<file path="config.mk">
export PLATFORM = sky130hd
export DESIGN_NAME = tte_ctrl
export DESIGN_NICKNAME = d
export VERILOG_FILES = /design/src/hw/rtl/tte_pkg.sv /design/src/hw/rtl/tte_ctrl.sv
export SDC_FILE = /design/constraint.sdc
export NUM_CORES = 1
export LEC_CHECK = 0
export BUFFER_PORTS_ARGS = -buffer_cell sky130_fd_sc_hd__buf_2
export CAP_MARGIN = 0
export CORE_AREA = 3 3 40 42
export CTS_CLUSTER_DIAMETER = 30
export DETAILED_ROUTE_END_ITERATION = 7
export DIE_AREA = 0 0 43 45
export GPL_TIMING_DRIVEN = 1
export PLACE_DENSITY = 0.37
export SETUP_SLACK_MARGIN = 0.05
export SYNTH_ARGS = -nofsm -noshare
export SYNTH_HDL_FRONTEND = slang
export SYNTH_SLANG_ARGS = --single-unit
</file>
<file path="constraint.sdc">
create_clock -name clk -period 1.9 [get_ports clk]
set_clock_uncertainty 0.05 [all_clocks]
set_input_delay 0.095 -clock clk [delete_from_list [all_inputs] [get_ports clk]]
set_output_delay 0.095 -clock clk [all_outputs]
set_load 0.005 [all_outputs]
</file>
<file path="src/hw/rtl/tte_pkg.sv">
// Shared types and constants for the transposition table engine.
// Used by every RTL file of the block; no dependencies.
package tte_pkg;

    localparam int unsigned TABLE_ENTRIES_DEFAULT = 1024;
    localparam int unsigned KEY_W      = 64;
    localparam int unsigned DIGIT_W    = 8;
    localparam int unsigned COUNT_W    = 11;
    localparam int unsigned CFG_IDX_W  = 2;
    localparam int unsigned CFG_DATA_W = 15;

    localparam logic [COUNT_W-1:0] COUNT_MAX = {COUNT_W{1'b1}};

    localparam logic [7:0]  GENERATION_RESET = 8'd0;
    localparam logic [14:0] MATE_SCORE_RESET = 15'd32000;
    localparam logic [14:0] MATE_BOUND_RESET = 15'd31000;

    localparam logic ACT_STORE  = 1'b0;
    localparam logic ACT_LOOKUP = 1'b1;

    typedef enum logic [1:0] {
        TYPE_EMPTY = 2'd0,
        TYPE_EXACT = 2'd1,
        TYPE_LOWER = 2'd2,
        TYPE_UPPER = 2'd3
    } entry_kind_t;

    typedef enum logic [CFG_IDX_W-1:0] {
        REG_GENERATION = 2'd0,
        REG_MATE_SCORE = 2'd1,
        REG_MATE_BOUND = 2'd2
    } cfg_reg_t;

    typedef enum logic [2:0] {
        ST_CLEAR,
        ST_IDLE,
        ST_HASH,
        ST_READ,
        ST_EVAL,
        ST_FINISH
    } state_t;

    typedef struct packed {
        logic               action;
        logic [KEY_W-1:0]   key;
        logic [1:0]         entry_type;
        logic signed [7:0]  depth;
        logic [15:0]        move_in;
        logic signed [15:0] value_in;
        logic [6:0]         ply_from_root;
        logic signed [15:0] alpha;
        logic signed [15:0] beta;
    } item_word_t;

    typedef struct packed {
        logic               found;
        logic               usable;
        logic signed [15:0] score;
        logic [15:0]        best_move;
        logic               stored;
        logic [COUNT_W-1:0] occupied_count;
    } result_word_t;

    typedef struct packed {
        logic [1:0]         kind;
        logic signed [7:0]  depth;
        logic [15:0]        move;
        logic signed [15:0] value;
        logic [7:0]         age;
    } slot_t;

    typedef struct packed {
        logic clear;
        logic capture;
        logic read;
        logic eval;
        logic finish;
    } cmd_t;

    typedef struct packed {
        logic clear_last;
        logic index_done;
    } status_t;

endpackage

</file>
<file path="src/hw/rtl/tte_ctrl.sv">
// Controller state machine: sequences clear pass, index, read, evaluate
// and result load. Depends on tte_pkg.
module tte_ctrl (
    input  logic              clk,
    input  logic              rst_n,
    input  logic              item_valid,
    output logic              item_stall,
    output logic              result_valid,
    input  logic              result_stall,
    output tte_pkg::cmd_t     cmd,
    input  tte_pkg::status_t  status
);

    tte_pkg::state_t state_reg;
    tte_pkg::state_t state_next;
    logic            result_valid_reg;
    logic            result_valid_next;
    logic            out_free;

    assign out_free = !result_valid_reg || !result_stall;

    always_comb
    begin
        state_next = state_reg;
        unique case (state_reg)
            tte_pkg::ST_CLEAR:  if (status.clear_last) state_next = tte_pkg::ST_IDLE;
            tte_pkg::ST_IDLE:   if (item_valid) state_next = tte_pkg::ST_HASH;
            tte_pkg::ST_HASH:   if (status.index_done) state_next = tte_pkg::ST_READ;
            tte_pkg::ST_READ:   state_next = tte_pkg::ST_EVAL;
            tte_pkg::ST_EVAL:   state_next = tte_pkg::ST_FINISH;
            tte_pkg::ST_FINISH: if (out_free) state_next = tte_pkg::ST_IDLE;
            default:            state_next = tte_pkg::ST_CLEAR;
        endcase
    end

    always_comb
    begin
        cmd         = '0;
        item_stall  = 1'b1;
        unique case (state_reg)
            tte_pkg::ST_CLEAR:  cmd.clear = 1'b1;
            tte_pkg::ST_IDLE:
            begin
                item_stall  = 1'b0;
                cmd.capture = item_valid;
            end
            tte_pkg::ST_HASH:   ;
            tte_pkg::ST_READ:   cmd.read = 1'b1;
            tte_pkg::ST_EVAL:   cmd.eval = 1'b1;
            tte_pkg::ST_FINISH: cmd.finish = out_free;
            default:            ;
        endcase
    end

    always_comb
    begin
        result_valid_next = result_valid_reg && result_stall;
        if (cmd.finish)
        begin
            result_valid_next = 1'b1;
        end
    end

    always_ff @(posedge clk or negedge rst_n)
    begin
        if (!rst_n)
        begin
            state_reg        <= tte_pkg::ST_CLEAR;
            result_valid_reg <= 1'b0;
        end else
        begin
            state_reg        <= state_next;
            result_valid_reg <= result_valid_next;
        end
    end

    assign result_valid = result_valid_reg;

    // a result word appears only from a finishing item
    a_result_from_finish: assert property (@(posedge clk) disable iff (!rst_n)
        $rose(result_valid_reg) |-> $past(state_reg == tte_pkg::ST_FINISH))
        else $error("result word appeared without a finishing item");

    // no item taken while the clearing pass runs
    a_no_accept_in_clear: assert property (@(posedge clk) disable iff (!rst_n)
        (state_reg == tte_pkg::ST_CLEAR) |-> item_stall)
        else $error("item accepted during clearing pass");

    // an accepted item goes straight to indexing
    a_accept_to_hash: assert property (@(posedge clk) disable iff (!rst_n)
        (item_valid && !item_stall) |=> (state_reg == tte_pkg::ST_HASH))
        else $error("accepted item did not enter indexing");

    // the index unit reports only for the item being indexed
    a_index_done_in_hash: assert property (@(posedge clk) disable iff (!rst_n)
        status.index_done |-> (state_reg == tte_pkg::ST_HASH))
        else $error("index done outside indexing state");

    // a finishing item never overwrites a word still waiting
    a_no_overwrite: assert property (@(posedge clk) disable iff (!rst_n)
        (result_valid_reg && result_stall) |-> !cmd.finish)
        else $error("result word overwritten while stalled");

endmodule

</file>
# == After elaboration in Yosys (flattened, before gate mapping) ==
# Index checks and enable logic that the tools add are counted.
# totals
ff_bits,4
latchBits,0
ram_bits,0
romBits,0
in_bits,6
wordCells,29
mem_count,0
# op_classes
addsub,0
multipliers,0
n_div,0
order_cmp,0
n_eq_ne,9
n_shift,0
mux,12
bitwise,0
reduce_logical,6
# op_table
cell,n
3-bit one-hot mux with 6 select lines,1
3-bit two-way mux,4
2-bit inequality test (second input constant),4
1-bit two-way mux,7
3-bit by 2-bit == test with 1-bit output (second input constant),2
3-bit == test (second input constant),2
4-bit AND reduction,1
3-bit by 1-bit == test with 1-bit output (second input constant),1
3-bit zero test,1
1-bit zero test,2
1-bit logical AND,1
1-bit logical OR,1

# == Longest topological paths before layout ==
# logic_depth
word_depth,4
depth_mapped,4
mapped_depth_nobuf,3

# == Worst setup path after synthesis ==
# Ideal clock, no wire load.
# synth_path
path_type,reg2out
startpoint,register state_reg[1]
endpoint,output cmd[0] (netlist bit)
t_arrival_ns,0.868
required_time_ns,1.755
setup_slack_ns,0.887
stages_incl_launch_ff,4
cell_sequence,dfrtp_1 > and2b_4 > nand2_2 > a21oi_2
# synth_lines
element,line,text
"start, declared",tte_ctrl.sv:14,tte_pkg::state_t state_reg;
"start signal, assigned",tte_ctrl.sv:68,state_reg <= tte_pkg::ST_CLEAR;
"start signal, assigned",tte_ctrl.sv:72,state_reg <= state_next;
"end, declared",tte_ctrl.sv:10,"output tte_pkg::cmd_t cmd,"

==> flow_summary.json <==
{
  "yosysWarnings": 0,
  "rsz0062_at_grt": "false",
  "syn_area_um2": 249.0,
  "arrival_ns": 1.26,
  "rows": 13,
  "async_reset_ff_share_pct": 100.0,
  "path_class": "reg -> out",
  "dieArea_mm2": 0.001935,
  "p_leak_nw": 0.1880,
  "clk_pin_slew_ns": 0.04,
  "dp_hpwl_um": 454,
  "synth_edf_count": 0,
  "finalCriticalPeriod_ns": 1.407,
  "largest_reg_flops": 3,
  "nets": 50,
  "setup_violations": 0,
  "globalplace.congestion": 0.7065,
  "dp.cells": 53,
  "diodes": 0,
  "ys.flop_type": "dfrtp_1",
  "io_buffers": 12,
  "endpoint_kind": "output pin",
  "final-hold-violation-count": 0,
  "grt_pass1_wl_um": 910,
  "root_buffer": "clkbuf_4",
  "post-route-drc-count": 0,
  "insertion_delay_ns": 0.23,
  "numCtsBuffers": 3,
  "worst_path_max_delay_cell": "dfrtp_1",
  "vdd_drop_max_uv": 463.2,
  "wl_per_cell_um": 9.860,
  "die_h_um": 45,
  "syn_inst": 27,
  "start_util_pct": 19.38,
  "first_pass_iters": 2,
  "finalSetupTns_ns": 0,
  "pin_count": 13,
  "finalMaxSlewViolations": 0,
  "r2r_end": "state_reg[0]$_DFFE_PN0P_",
  "cp_max_fo": 8,
  "avgSynthCellArea_um2": 9.222,
  "fmax_mhz": 710.7,
  "core_area_mm2": 0.001285,
  "crit_chain": "and2b_4 -> nand2_2 -> a21oi_2 -> buf_2",
  "synth_seq_cells": 4,
  "yosysTopAreaCell": "dfrtp_1",
  "drt-initial-drc-count": 1,
  "timing.final.crit_share_pct": 74.06,
  "htree_levels": 1,
  "cts_tree": "done",
  "track_usage_pct": 7.860,
  "cp-endpoint": "cmd[0]",
  "syn2layout_area_growth_pct": 40.20,
  "max_slew.worst_pin.slew_ns": 0.2702,
  "slowest_delay_ns": 0.43,
  "status": "finished, final reports clean",
  "crit_buf_inv": 1,
  "post_cts_resized": 0,
  "vias": 233,
  "die_x_um": 43,
  "hold_class": "in -> reg",
  "rr_worst_depth": 3,
  "slew_headroom_pct": 81.98,
  "grt-ovfl-total": 0,
  "ys_seq_area_share_pct": 40.20,
  "r2r_slack_ns": 0.79,
  "critPathTopFamily": "flip-flops",
  "reg2reg_from": "state_reg[2]$_DFFE_PN0P_",
  "syn_nets": 33,
  "antenna_found_initial": 0,
  "viasPerCell": 4.088,
  "netlist_top_cells_area": "dfrtp_1 40%, a21oi_2 7.0%, nand2_1 6.0%, nand2b_4 5.5%, buf_6 4.5%",
  "maxCapViolations": 0,
  "cp-start-kind": "register",
  "clkSinkCount": 4,
  "grt_pass1_vias": 223,
  "cp.depth": 4,
  "drtAntennaViolNets": 0,
  "cellPowerDensity_mw_per_mm2": 1435,
  "clockBufferDepth": 2,
  "fin_cells": 57,
  "grt_max_degree": 10,
  "synth_common_cells": "4 x dfrtp_1, 4 x nand2_1, 3 x nor2_1",
  "wl_um": 562,
  "cp.required_ns": 1.75,
  "layout-drive-gt1-share_pct": 54.76,
  "synthDominantCellAreaShare_pct": 40.20,
  "critPathLaunch": "state_reg[1]$_DFFE_PN0P_",
  "ys_types": 16
}
-- cell usage in the layout (no fill, tap or decap), types with 2 or more instances in the layout --
cell type   n
clkbuf_4    3
nor2_1      3
dfrtp_1     4
a21oi_1     2
a21oi_2     2
buf_2      12
nand2_1     4
inv_1       2
-- power breakdown --
part / switching (mW) / internal (mW) / total (mW)
Combinational: 0.0965 / 0.127 / 0.224
Clock: 0.0329 / 0.0705 / 0.103
Sequential: 0.0546 / 0.119 / 0.174
Total: 0.184 / 0.317 / 0.501
-- worst min path at each step --
stage                       startpoint                      to  slack [ns]  depth (start not counted)
after global placement           rst_n  result_valid$_DFF_PN0_       -0.14                          1
after floorplan                  rst_n  result_valid$_DFF_PN0_       -0.25                          0
after CTS                 result_stall  result_valid$_DFF_PN0_        0.05                          3
after detailed placement         rst_n  result_valid$_DFF_PN0_       -0.14                          1
final                     result_stall  result_valid$_DFF_PN0_        0.06                          3
after global routing      result_stall  result_valid$_DFF_PN0_        0.08                          3
-- repair_timing --
| action | CTS | global route |
|---|---|---|
| setup buffers | 0 | 0 |
| hold buffers | 1 | 0 |
| hold endpoints to repair | 4 | 0 |
-- metal layers --
layer	global-route usage [%]	routed length, um	vias up
met5	0	0	-
met3	5.179	45	2
met4	14.46	34	0
li1	-	-	120
met1	6.829	247	101
met2	8.683	235	10
-- metrics by stage --
stage                     hold slack [ns]  power, mW  worst slack [ns]  instance area, um^2  utilization (%)
after floorplan                   -0.2506     0.3302            0.8869                249.0                -
after global placement            -0.1433     0.4019            0.7466                316.6            24.63
after detailed placement          -0.1445     0.4021            0.7317                316.6            24.63
after CTS                         0.05470     0.5129            0.4741                349.1            27.17
after global routing              0.07823     0.5462            0.3963                349.1            27.17
final                             0.05812     0.5010            0.4929                349.1            27.17
-- worst reg2reg max path, stage by stage (launching register included) --
cell	delay (ns)
dfrtp_1	0.48
and3b_2	0.24
a21oi_1	0.12
o22ai_1	0.09
-- logic make-up (layout without fill, tap and decap cells) --
group,after synthesis,after routing,synth area share [%]
flip-flops,4,4,40.20
AO/OA/AOI/OAI,6,6,17.09
AND/OR/NAND/NOR,14,14,35.17
buffers and inverters,3,18,7.538
-- final cells by class --
| type | instances | area (um^2) |
|---|---|---|
| Fill cell | 151 | 935.9 |
| Sequential cell | 4 | 100.1 |
| Clock buffer | 3 | 22.52 |
| Tap cell | 15 | 18.77 |
| Inverter | 2 | 7.507 |
| Timing Repair Buffer | 13 | 70.07 |
| Multi-Input combinational cell | 20 | 130.1 |
Power figures use the tool's default switching activity.
